[config.mk]
export PLATFORM = sky130hd
export DESIGN_NAME = ble_sensor_advert_parser
export DESIGN_NICKNAME = d
export VERILOG_FILES = /design/src/hdl/bsap_pkg.sv /design/src/hdl/bsap_front.sv /design/src/hdl/bsap_queue.sv /design/src/hdl/bsap_back.sv /design/src/hdl/ble_sensor_advert_parser.sv
export SDC_FILE = /design/constraint.sdc
export NUM_CORES = 1
export LEC_CHECK = 0
export ABC_AREA = 1
export BUFFER_PORTS_ARGS = -buffer_cell sky130_fd_sc_hd__buf_4
export CAP_MARGIN = 15
export CORE_UTILIZATION = 60
export CTS_BUF_LIST = sky130_fd_sc_hd__clkbuf_8
export CTS_CLUSTER_SIZE = 25
export DETAILED_ROUTE_END_ITERATION = 8
export PLACE_DENSITY_LB_ADDON = 0.1
export SYNTH_ARGS = -nofsm -noshare
export SYNTH_HDL_FRONTEND = slang
export SYNTH_SLANG_ARGS = --single-unit
[constraint.sdc]
create_clock -name clock -period 8.2 [get_ports clock]
set_input_delay 2.05 -clock clock [delete_from_list [all_inputs] [get_ports clock]]
set_output_delay 2.05 -clock clock [all_outputs]
set_load 0.05 [all_outputs]
[src/hdl/bsap_pkg.sv]
// bsap_pkg: shared types, constants and object table for the advertisement parser
// used by bsap_front, bsap_queue, bsap_back and ble_sensor_advert_parser
// no dependencies
package bsap_pkg;

   // input word: one service-data byte
   typedef struct packed {
      logic [7:0] data_byte;
      logic       frame_last;
      logic       cmd;
   } req_type;

   // output word: one per frame
   typedef struct packed {
      logic               frame_ok;
      logic signed [19:0] temperature_centi;
      logic [7:0]         humidity_pct;
      logic               temperature_seen;
      logic               humidity_seen;
      logic [1:0]         sensor_kind;
   } rsp_type;

   // frame summary handed from front to back
   typedef struct packed {
      logic [1:0]  sensor_kind;
      logic        temp_seen;
      logic        hum_seen;
      logic [15:0] temp_raw;
      logic        temp_x10;
      logic [15:0] hum_raw;
      logic        hum_centi;
   } frame_sum_type;

   // frame format codes
   localparam logic CMD_BTHOME = 1'b0;
   localparam logic CMD_ATC    = 1'b1;

   // sensor kinds
   localparam logic [1:0] KIND_NONE   = 2'd0;
   localparam logic [1:0] KIND_BTHOME = 2'd1;
   localparam logic [1:0] KIND_ATC13  = 2'd2;
   localparam logic [1:0] KIND_ATC15  = 2'd3;

   // frame layout
   localparam logic [7:0] BTHOME_HEADER   = 8'h40;
   localparam logic [7:0] ATC_FIELD_FIRST = 8'd6;
   localparam logic [7:0] ATC_FIELD_LAST  = 8'd9;
   localparam logic [7:0] ATC13_LAST_POS  = 8'd12;
   localparam logic [7:0] ATC15_LAST_POS  = 8'd14;
   localparam logic [7:0] POS_MAX         = 8'hFF;

   // object ids of interest
   localparam logic [7:0] OBJ_TEMP_CENTI = 8'h02;
   localparam logic [7:0] OBJ_HUM_CENTI  = 8'h03;
   localparam logic [7:0] OBJ_HUM_PCT    = 8'h2E;
   localparam logic [7:0] OBJ_TEMP_DECI  = 8'h45;

   // hundredths to percent: q = (raw * 5243) >> 19, exact for raw below PCT_SAT_LIMIT
   localparam logic [28:0] PCT_RECIP      = 29'd5243;
   localparam logic [15:0] PCT_SAT_LIMIT  = 16'd25600;
   localparam logic [7:0]  PCT_SAT        = 8'hFF;

   // frame summary queue
   localparam int QUEUE_PTR_W = 1;
   localparam int QUEUE_DEPTH = 1 << QUEUE_PTR_W;

   // id present in the object table
   function automatic logic obj_known(input logic [7:0] id);
      return (id inside {[8'h00:8'h2F], 8'h3A, [8'h3C:8'h53]});
   endfunction

   // table slot of a known id (ids are stored in ascending order)
   function automatic logic [6:0] obj_slot(input logic [7:0] id);
      logic [7:0] slot;
      if (id == 8'h3A) begin
         slot = 8'd48;
      end else if (id > 8'h3A) begin
         slot = id - 8'd11;
      end else begin
         slot = id;
      end
      return slot[6:0];
   endfunction

   // value length in bytes of a known id
   function automatic logic [7:0] obj_len(input logic [7:0] id);
      logic [7:0] len;
      case (id)
         8'h04, 8'h05, 8'h0A, 8'h0B, 8'h42, 8'h4B: len = 8'd3;
         8'h3E, 8'h4C, 8'h4D, 8'h4E, 8'h4F, 8'h50: len = 8'd4;
         8'h53: len = 8'd255;
         8'h02, 8'h03, 8'h06, 8'h07, 8'h08, 8'h0C, 8'h0D, 8'h0E, 8'h12, 8'h13,
         8'h14, 8'h3C, 8'h3D, 8'h3F, 8'h40, 8'h41, 8'h43, 8'h44, 8'h45, 8'h47,
         8'h48, 8'h49, 8'h4A, 8'h51, 8'h52: len = 8'd2;
         default: len = 8'd1;
      endcase
      return len;
   endfunction

endpackage

[src/hdl/bsap_front.sv]
// bsap_front: byte walker, takes one frame byte per cycle and builds a frame summary
// depends on bsap_pkg; feeds bsap_queue and holds off bytes while the queue is full
module bsap_front
   import bsap_pkg::*;
#(
   parameter int MAX_FRAME_BYTES = 128
) (
   input  logic          clock,
   input  logic          reset,
   input  logic          req_valid,
   output logic          req_ready,
   input  req_type       req_data,
   output logic          q_push,
   output frame_sum_type q_data,
   input  logic          q_full
);

   typedef enum logic [1:0] {
      WALK_ID,
      WALK_VALUE,
      WALK_STOP
   } walk_type;

   localparam logic [7:0] MAX_POS = 8'(MAX_FRAME_BYTES);

   walk_type    walk_ff, walk_in;
   logic [7:0]  pos_ff, pos_in;
   logic [7:0]  skip_ff, skip_in;
   logic [7:0]  obj_id_ff, obj_id_in;
   logic        first_ff, first_in;
   logic [6:0]  last_slot_ff, last_slot_in;
   logic [7:0]  low_ff, low_in;
   logic [1:0]  flags_ff, flags_in;
   logic [15:0] pend_t_ff, pend_t_in;
   logic        pend_x10_ff, pend_x10_in;
   logic [15:0] pend_h_ff, pend_h_in;
   logic        pend_centi_ff, pend_centi_in;
   logic [7:0]  atc_ff [4];

   logic        accept;
   logic [7:0]  b;
   logic [15:0] raw;
   logic [6:0]  rom_slot;
   logic        rom_hit;

   assign req_ready = !q_full;
   assign accept    = req_valid && req_ready;
   assign b         = req_data.data_byte;
   assign rom_hit   = obj_known(b);
   assign rom_slot  = obj_slot(b);
   assign raw       = {b, (first_ff ? b : low_ff)};

   // object walk for the current byte
   always_comb begin
      walk_in       = walk_ff;
      skip_in       = skip_ff;
      obj_id_in     = obj_id_ff;
      first_in      = first_ff;
      last_slot_in  = last_slot_ff;
      low_in        = low_ff;
      flags_in      = flags_ff;
      pend_t_in     = pend_t_ff;
      pend_x10_in   = pend_x10_ff;
      pend_h_in     = pend_h_ff;
      pend_centi_in = pend_centi_ff;
      pos_in        = (pos_ff != POS_MAX) ? pos_ff + 8'd1 : pos_ff;
      if (pos_ff < MAX_POS) begin
         if (pos_ff == 8'd0) begin
            walk_in = (b == BTHOME_HEADER) ? WALK_ID : WALK_STOP;
         end else begin
            case (walk_ff)
               WALK_ID: begin
                  if (rom_hit && (rom_slot >= last_slot_ff)) begin
                     last_slot_in = rom_slot;
                     obj_id_in    = b;
                     skip_in      = obj_len(b);
                     first_in     = 1'b1;
                     walk_in      = WALK_VALUE;
                  end else begin
                     walk_in = WALK_STOP;
                  end
               end
               WALK_VALUE: begin
                  if (first_ff) begin
                     low_in = b;
                  end
                  first_in = 1'b0;
                  skip_in  = (skip_ff != 8'd0) ? skip_ff - 8'd1 : skip_ff;
                  // object complete on its last value byte
                  if (skip_ff <= 8'd1) begin
                     walk_in = WALK_ID;
                     case (obj_id_ff)
                        OBJ_TEMP_CENTI: begin
                           pend_t_in   = raw;
                           pend_x10_in = 1'b0;
                           flags_in[0] = 1'b1;
                        end
                        OBJ_TEMP_DECI: begin
                           pend_t_in   = raw;
                           pend_x10_in = 1'b1;
                           flags_in[0] = 1'b1;
                        end
                        OBJ_HUM_CENTI: begin
                           pend_h_in     = raw;
                           pend_centi_in = 1'b1;
                           flags_in[1]   = 1'b1;
                        end
                        OBJ_HUM_PCT: begin
                           pend_h_in     = {8'd0, b};
                           pend_centi_in = 1'b0;
                           flags_in[1]   = 1'b1;
                        end
                        default: ;
                     endcase
                  end
               end
               default: ;
            endcase
         end
      end
   end

   // frame summary on the last byte
   always_comb begin
      q_data             = '0;
      if (req_data.cmd == CMD_BTHOME) begin
         if (flags_in != 2'b00) begin
            q_data.sensor_kind = KIND_BTHOME;
            q_data.temp_seen   = flags_in[0];
            q_data.hum_seen    = flags_in[1];
            q_data.temp_raw    = pend_t_in;
            q_data.temp_x10    = pend_x10_in;
            q_data.hum_raw     = pend_h_in;
            q_data.hum_centi   = pend_centi_in;
         end
      end else if (pos_ff == ATC13_LAST_POS) begin
         q_data.sensor_kind = KIND_ATC13;
         q_data.temp_seen   = 1'b1;
         q_data.hum_seen    = 1'b1;
         q_data.temp_raw    = {atc_ff[0], atc_ff[1]};
         q_data.temp_x10    = 1'b1;
         q_data.hum_raw     = {8'd0, atc_ff[2]};
         q_data.hum_centi   = 1'b0;
      end else if (pos_ff == ATC15_LAST_POS) begin
         q_data.sensor_kind = KIND_ATC15;
         q_data.temp_seen   = 1'b1;
         q_data.hum_seen    = 1'b1;
         q_data.temp_raw    = {atc_ff[1], atc_ff[0]};
         q_data.temp_x10    = 1'b0;
         q_data.hum_raw     = {atc_ff[3], atc_ff[2]};
         q_data.hum_centi   = 1'b1;
      end
   end

   assign q_push = accept && req_data.frame_last;

   // per-frame control state, cleared after each last byte
   always_ff @(posedge clock) begin
      if (reset) begin
         walk_ff      <= WALK_ID;
         pos_ff       <= '0;
         skip_ff      <= '0;
         obj_id_ff    <= '0;
         first_ff     <= 1'b0;
         last_slot_ff <= '0;
         flags_ff     <= '0;
      end else if (accept) begin
         if (req_data.frame_last) begin
            walk_ff      <= WALK_ID;
            pos_ff       <= '0;
            skip_ff      <= '0;
            obj_id_ff    <= '0;
            first_ff     <= 1'b0;
            last_slot_ff <= '0;
            flags_ff     <= '0;
         end else begin
            walk_ff      <= walk_in;
            pos_ff       <= pos_in;
            skip_ff      <= skip_in;
            obj_id_ff    <= obj_id_in;
            first_ff     <= first_in;
            last_slot_ff <= last_slot_in;
            flags_ff     <= flags_in;
         end
      end
   end

   // pending values and atc field capture
   always_ff @(posedge clock) begin
      if (accept) begin
         low_ff        <= low_in;
         pend_t_ff     <= pend_t_in;
         pend_x10_ff   <= pend_x10_in;
         pend_h_ff     <= pend_h_in;
         pend_centi_ff <= pend_centi_in;
         if ((pos_ff >= ATC_FIELD_FIRST) && (pos_ff <= ATC_FIELD_LAST)) begin
            atc_ff[pos_ff[1:0] - 2'd2] <= b;
         end
      end
   end

`ifndef ASSERT_OFF
   a_frame_clear: assert property (@(posedge clock) disable iff (reset)
      (accept && req_data.frame_last) |=> (pos_ff == 8'd0 && flags_ff == 2'b00))
      else $error("per-frame state not cleared after last byte");
   a_push_taken: assert property (@(posedge clock) disable iff (reset)
      q_push |-> !q_full)
      else $error("summary pushed into full queue");
`endif

endmodule

[src/hdl/bsap_queue.sv]
// bsap_queue: two-entry queue of frame summaries between front and back
// depends on bsap_pkg
module bsap_queue
   import bsap_pkg::*;
(
   input  logic          clock,
   input  logic          reset,
   input  logic          push,
   input  frame_sum_type push_data,
   output logic          full,
   input  logic          pop,
   output frame_sum_type pop_data,
   output logic          empty
);

   frame_sum_type                mem_ff [QUEUE_DEPTH];
   logic [QUEUE_PTR_W-1:0]       wr_ptr_ff;
   logic [QUEUE_PTR_W-1:0]       rd_ptr_ff;
   logic [QUEUE_PTR_W:0]         count_ff;

   assign full     = (count_ff == (QUEUE_PTR_W + 1)'(QUEUE_DEPTH));
   assign empty    = (count_ff == '0);
   assign pop_data = mem_ff[rd_ptr_ff];

   // storage
   always_ff @(posedge clock) begin
      if (push) begin
         mem_ff[wr_ptr_ff] <= push_data;
      end
   end

   // pointers and fill count
   always_ff @(posedge clock) begin
      if (reset) begin
         wr_ptr_ff <= '0;
         rd_ptr_ff <= '0;
         count_ff  <= '0;
      end else begin
         if (push) begin
            wr_ptr_ff <= wr_ptr_ff + 1'b1;
         end
         if (pop) begin
            rd_ptr_ff <= rd_ptr_ff + 1'b1;
         end
         if (push && !pop) begin
            count_ff <= count_ff + 1'b1;
         end else if (pop && !push) begin
            count_ff <= count_ff - 1'b1;
         end
      end
   end

`ifndef ASSERT_OFF
   a_count_bound: assert property (@(posedge clock) disable iff (reset)
      count_ff <= (QUEUE_PTR_W + 1)'(QUEUE_DEPTH))
      else $error("queue count beyond depth");
   a_pop_nonempty: assert property (@(posedge clock) disable iff (reset)
      pop |-> !empty)
      else $error("pop from empty queue");
`endif

endmodule

[src/hdl/bsap_back.sv]
// bsap_back: scales a frame summary, updates kept values and drives the output register
// depends on bsap_pkg; fed by bsap_queue
module bsap_back
   import bsap_pkg::*;
(
   input  logic          clock,
   input  logic          reset,
   input  logic          q_empty,
   input  frame_sum_type q_data,
   output logic          q_pop,
   output logic          rsp_valid,
   input  logic          rsp_ready,
   output rsp_type       rsp_data
);

   logic signed [19:0] kept_t_ff, kept_t_in;
   logic [7:0]         kept_h_ff, kept_h_in;
   rsp_type            rsp_ff;
   logic               rsp_valid_ff;

   logic signed [19:0] t_ext;
   logic signed [19:0] t_scaled;
   logic [28:0]        h_prod;
   logic [7:0]         h_pct;

   assign q_pop = !q_empty && (!rsp_valid_ff || rsp_ready);

   // temperature: sign extend, tenths to hundredths by shift-add
   assign t_ext    = {{4{q_data.temp_raw[15]}}, q_data.temp_raw};
   assign t_scaled = q_data.temp_x10 ? ((t_ext <<< 3) + (t_ext <<< 1)) : t_ext;

   // humidity: hundredths to percent by reciprocal multiply, saturated
   assign h_prod = 29'(q_data.hum_raw) * PCT_RECIP;
   always_comb begin
      if (!q_data.hum_centi) begin
         h_pct = q_data.hum_raw[7:0];
      end else if (q_data.hum_raw >= PCT_SAT_LIMIT) begin
         h_pct = PCT_SAT;
      end else begin
         h_pct = h_prod[26:19];
      end
   end

   assign kept_t_in = q_data.temp_seen ? t_scaled : kept_t_ff;
   assign kept_h_in = q_data.hum_seen ? h_pct : kept_h_ff;

   // kept values and output register
   always_ff @(posedge clock) begin
      if (reset) begin
         kept_t_ff    <= '0;
         kept_h_ff    <= '0;
         rsp_valid_ff <= 1'b0;
      end else begin
         if (q_pop) begin
            kept_t_ff    <= kept_t_in;
            kept_h_ff    <= kept_h_in;
            rsp_valid_ff <= 1'b1;
         end else if (rsp_ready) begin
            rsp_valid_ff <= 1'b0;
         end
      end
   end

   always_ff @(posedge clock) begin
      if (q_pop) begin
         rsp_ff.frame_ok          <= (q_data.sensor_kind != KIND_NONE);
         rsp_ff.temperature_centi <= kept_t_in;
         rsp_ff.humidity_pct      <= kept_h_in;
         rsp_ff.temperature_seen  <= q_data.temp_seen;
         rsp_ff.humidity_seen     <= q_data.hum_seen;
         rsp_ff.sensor_kind       <= q_data.sensor_kind;
      end
   end

   assign rsp_valid = rsp_valid_ff;
   assign rsp_data  = rsp_ff;

`ifndef ASSERT_OFF
   a_kept_hold: assert property (@(posedge clock) disable iff (reset)
      (q_pop && q_data.sensor_kind == KIND_NONE) |=>
      ($stable(kept_t_ff) && $stable(kept_h_ff)))
      else $error("kept values changed on failed frame");
   a_ok_kind: assert property (@(posedge clock) disable iff (reset)
      rsp_valid_ff |-> (rsp_ff.frame_ok == (rsp_ff.sensor_kind != KIND_NONE)))
      else $error("frame_ok disagrees with sensor_kind");
`endif

endmodule

[src/hdl/ble_sensor_advert_parser.sv]
// ble_sensor_advert_parser: top level of the sensor advertisement parser
// depends on bsap_pkg, bsap_front, bsap_queue, bsap_back
//
// Usage:
//   req channel: one service-data byte per word, with frame_last on the final
//   byte and cmd selecting the frame format (BTHome or ATC environmental).
//   rsp channel: one word per frame, issued for the word that carries frame_last.
//   Throughput: one byte per cycle while the queue is not full; the byte walker
//   decodes the object table combinationally, so bytes and frames enter back to back.
//   Result path: the front summary of an accepted last byte is written into the
//   queue, then popped, scaled and registered in the output register.
//   Stall: a two-word queue sits between walker and output stage; while the
//   receiver holds rsp_ready low, bytes keep flowing until the output register
//   and both queue entries hold finished frames, and then req_ready drops until
//   the receiver takes a word and a queue entry frees up.
//   Reset: synchronous; clears the walk, the queue, the output valid flag and the
//   kept temperature and humidity (both read as zero until a frame succeeds).
//   MAX_FRAME_BYTES: BTHome bytes at or beyond this position are ignored.
module ble_sensor_advert_parser
   import bsap_pkg::*;
#(
   parameter int MAX_FRAME_BYTES = 128
) (
   input  logic    clock,
   input  logic    reset,
   input  logic    req_valid,
   output logic    req_ready,
   input  req_type req_data,
   output logic    rsp_valid,
   input  logic    rsp_ready,
   output rsp_type rsp_data
);

   logic          q_push;
   logic          q_full;
   logic          q_pop;
   logic          q_empty;
   frame_sum_type q_push_data;
   frame_sum_type q_pop_data;

   // byte walker
   bsap_front #(
      .MAX_FRAME_BYTES(MAX_FRAME_BYTES)
   ) u_front (
      .clock     (clock),
      .reset     (reset),
      .req_valid (req_valid),
      .req_ready (req_ready),
      .req_data  (req_data),
      .q_push    (q_push),
      .q_data    (q_push_data),
      .q_full    (q_full)
   );

   // frame summary queue
   bsap_queue u_queue (
      .clock     (clock),
      .reset     (reset),
      .push      (q_push),
      .push_data (q_push_data),
      .full      (q_full),
      .pop       (q_pop),
      .pop_data  (q_pop_data),
      .empty     (q_empty)
   );

   // scaling and output stage
   bsap_back u_back (
      .clock     (clock),
      .reset     (reset),
      .q_empty   (q_empty),
      .q_data    (q_pop_data),
      .q_pop     (q_pop),
      .rsp_valid (rsp_valid),
      .rsp_ready (rsp_ready),
      .rsp_data  (rsp_data)
   );

endmodule

==> run summary <==
Status: completed
CTS root buffer: clkbuf_8
Req. time, crit path: 8.48 ns
Largest net degree at the start of global routing: 71
Critical-path cell list: inv_2, or2_2, o21ai_0, inv_1, ha_1, ha_1, inv_1, fa_1, inv_1, fa_1, inv_1, fa_1, inv_1, ha_1, a21oi_1, o21ai_0, a21oi_1, nand3_1, nand2_1, nand3_1, nand2_1, nand2_1
# fillers: 2338
CTS hold repair buffers: 0
Share of layout cells above drive strength 1: 0.101
Cell row count: 61
Family with the most delay on the worst path: adder cells
Die Height: 170 µm
Syn-to-layout area delta: 8.87%
GRT Util Overall: 0.290
Global-route wire length before repair: 65.8 mm
RSZ-0062 raised after global routing: false
Vias in the first global route: 13100
Final net count: 2234
Crit end category: flip-flop
Clock skew: 0.0540 ns
Post-synth EDFFs: 183
Port bufs: 48
Worst-path fanout max: 35
Post-route DRC: 0
Clock latency on the worst-skew pair: 0.57 ns
Multi-input logic area: 8630 µm²
GR Overflow Total: 0
Post-route ant nets: 0
Max-cap violation count: 0
CTS max path bufs: 3
H-tree lvl count: 2
CTS tree: built
Initial antenna violation count: 1
IO Count: 49
Worst path max stage delay: 0.68 ns
Die Wd: 170 µm
Per-cell routed wire length: 16.8 µm
Synth Flop Type: edfxtp_1
Post-synth top area share: 0.323
Worst rel slew slack: 0.271
Synthesized area per cell: 8.72 µm²
Fin. Hold Viols: 0
HP Class: reg -> reg
Seq/Total Area, Yosys: 0.405
Total CTS buffers: 42
Cts repair resizes: 0
Synth Cell Area: 17000 µm²
Post-Syn Nets: 2184
Cells after synthesis: 1951
Clock slew at reported path FFs: 0.06 ns
Die Area: 29000 µm²
Post-synth ARST share: 0
Core area: 27900 µm²
Synth area leader: edfxtp_1
Final setup vio count: 0
Bufs and invs on worst path: 6
Dpl hpwl: 30.6 mm
CP Launch Type: flip-flop
Most numerous cell in the Yosys netlist: nand2_1
Reg2Reg Setup Slack: 1.92 ns
Drt pass-1 iters: 6
Max-slew violation count: 0
Min Clock Period, post-route: 6.28 ns
Critical-path cell with the highest stage delay: dfxtp_1
Slew @ Worst Pin: 1.09 ns
Vias per std cell: 5.55
Synth cell count leaders: nand2_1 (376), inv_1 (321), edfxtp_1 (183)
Data arrival time of the critical path: 6.56 ns
Synth area leaders: edfxtp_1 (32%), ha_1 (11%), fa_1 (8.8%)
Setup_tns: 0 ns
GPL Wtd Cong: 0.931
Seq. cell area: 6900 µm²
# diodes: 0
Via count: 13400
Max Clk Rate: 0.159 GHz
Clock net sink count: 253
Crit-path most repeated cell: inv_1
Starting density of the core: 0.611
Initial DRC Count: 1137
Setup Fix Bufs, Post-CTS: 0
Count of different cell masters after synthesis: 58
Yosys reg bits: 253
Synthesis Warnings: 0
Final wirelength: 40.6 mm
Critical path type: reg -> reg
Final worst-path cycle share: 0.766
## placed cells by master, fill, tap and decap left out, types with 6 or more instances in the layout
master / synthesis / routed
nand2_1: 376 / 376
inv_1: 321 / 330
edfxtp_1: 183 / 183
nor2_1: 157 / 155
ha_1: 144 / 144
o21ai_0: 115 / 115
nand3_1: 102 / 102
a21oi_1: 99 / 98
fa_1: 75 / 75
dfxtp_1: 70 / 70
buf_4: 8 / 54
clkbuf_8: 0 / 46
o21ai_1: 40 / 40
or2_2: 30 / 30
nand4_1: 20 / 20
inv_2: 18 / 18
o22ai_1: 15 / 15
clkinv_1: 2 / 14
a31oi_1: 12 / 12
nor3_1: 12 / 12
nand2_2: 10 / 10
a21o_1: 7 / 7
nor2_2: 7 / 7
o211ai_1: 7 / 7
nor2_4: 5 / 7
o21a_1: 6 / 6
a32oi_1: 6 / 6
clkinv_2: 0 / 6
## flip-flops by register name (all words and copies together), names as in the netlist, 2 cells and up, named ones only
signal	count
u_back.kept_h_ff	8
u_front.flags_ff	2
u_front.low_ff	8
u_front.obj_id_ff	8
u_front.pend_t_ff	16
u_front.atc_ff	32
u_back.rsp_data	33
u_back.kept_t_ff	20
u_front.skip_ff	8
u_front.last_slot_ff	7
u_queue.count_ff	2
u_front.pos_ff	8
u_queue.mem_ff	76
u_front.pend_h_ff	16
u_front.walk_ff	2
## path summary, 6_finish.rpt
kind,to,cells past startpoint,from
setup reg to reg,u_back.rsp_data[7],22,flip-flop
setup / recovery,u_back.rsp_data[7],22,flip-flop
hold / removal,u_queue.rd_ptr_ff,1,u_queue.rd_ptr_ff
hold reg to reg,u_queue.rd_ptr_ff,1,u_queue.rd_ptr_ff
## layer usage
metal	vias up	part of all wire	GRT usage
li1	6539	-	-
met1	6279	0.44	0.387
met2	479	0.46	0.469
met3	96	0.072	0.0521
met4	2	0.034	0.118
met5	-	0.00032	0
## kinds of logic (layout without fill, tap and decap cells)
group                    count (synthesis)  in the layout  share of synthesized area
multiplexers                             4              4                    0.00235
buffers and inverters                  390            474                     0.0894
AO/OA/AOI/OAI                          336            336                      0.112
XOR/XNOR                                 7              7                    0.00360
flip-flops                             253            253                      0.405
AND/OR/NAND/NOR                        742            742                      0.193
adder cells (fa/ha/maj)                219            219                      0.194
## through the flow
step	hold WS [ns]	area, µm²	utilization	cells	setup WS [ns]
after floorplan	0.426	17000	-	1951	2.92
after global placement	0.440	17700	0.635	2335	2.03
after detailed placement	0.450	17700	0.635	2335	1.95
after CTS	0.461	18500	0.665	2413	1.89
after global routing	0.485	18500	0.665	2413	1.38
final	0.455	18500	0.665	2413	1.92
## worst reg2reg max path, cell delays in order (launching register included)
cell	delay [ns]
dfxtp_1	0.68
inv_2	0.39
or2_2	0.37
o21ai_0	0.32
inv_1	0.35
ha_1	0.43
ha_1	0.29
inv_1	0.05
fa_1	0.52
inv_1	0.05
fa_1	0.53
inv_1	0.05
fa_1	0.52
inv_1	0.04
ha_1	0.31
a21oi_1	0.17
o21ai_0	0.12
a21oi_1	0.28
nand3_1	0.13
nand2_1	0.08
nand3_1	0.07
nand2_1	0.14
nand2_1	0.07
## layout make-up
class                      instances  share of cell area
clock buffer                      46              0.0342
clock inverter                    32              0.0112
sequential                       253               0.372
inverter                         342              0.0694
tap                              378              0.0255
multi-input combinational       1308               0.466
timing repair buffer              54              0.0219
Power is left out: the tool's default activity adds up to more than one toggle a clock period on the data nets, which glitch-free logic cannot reach.
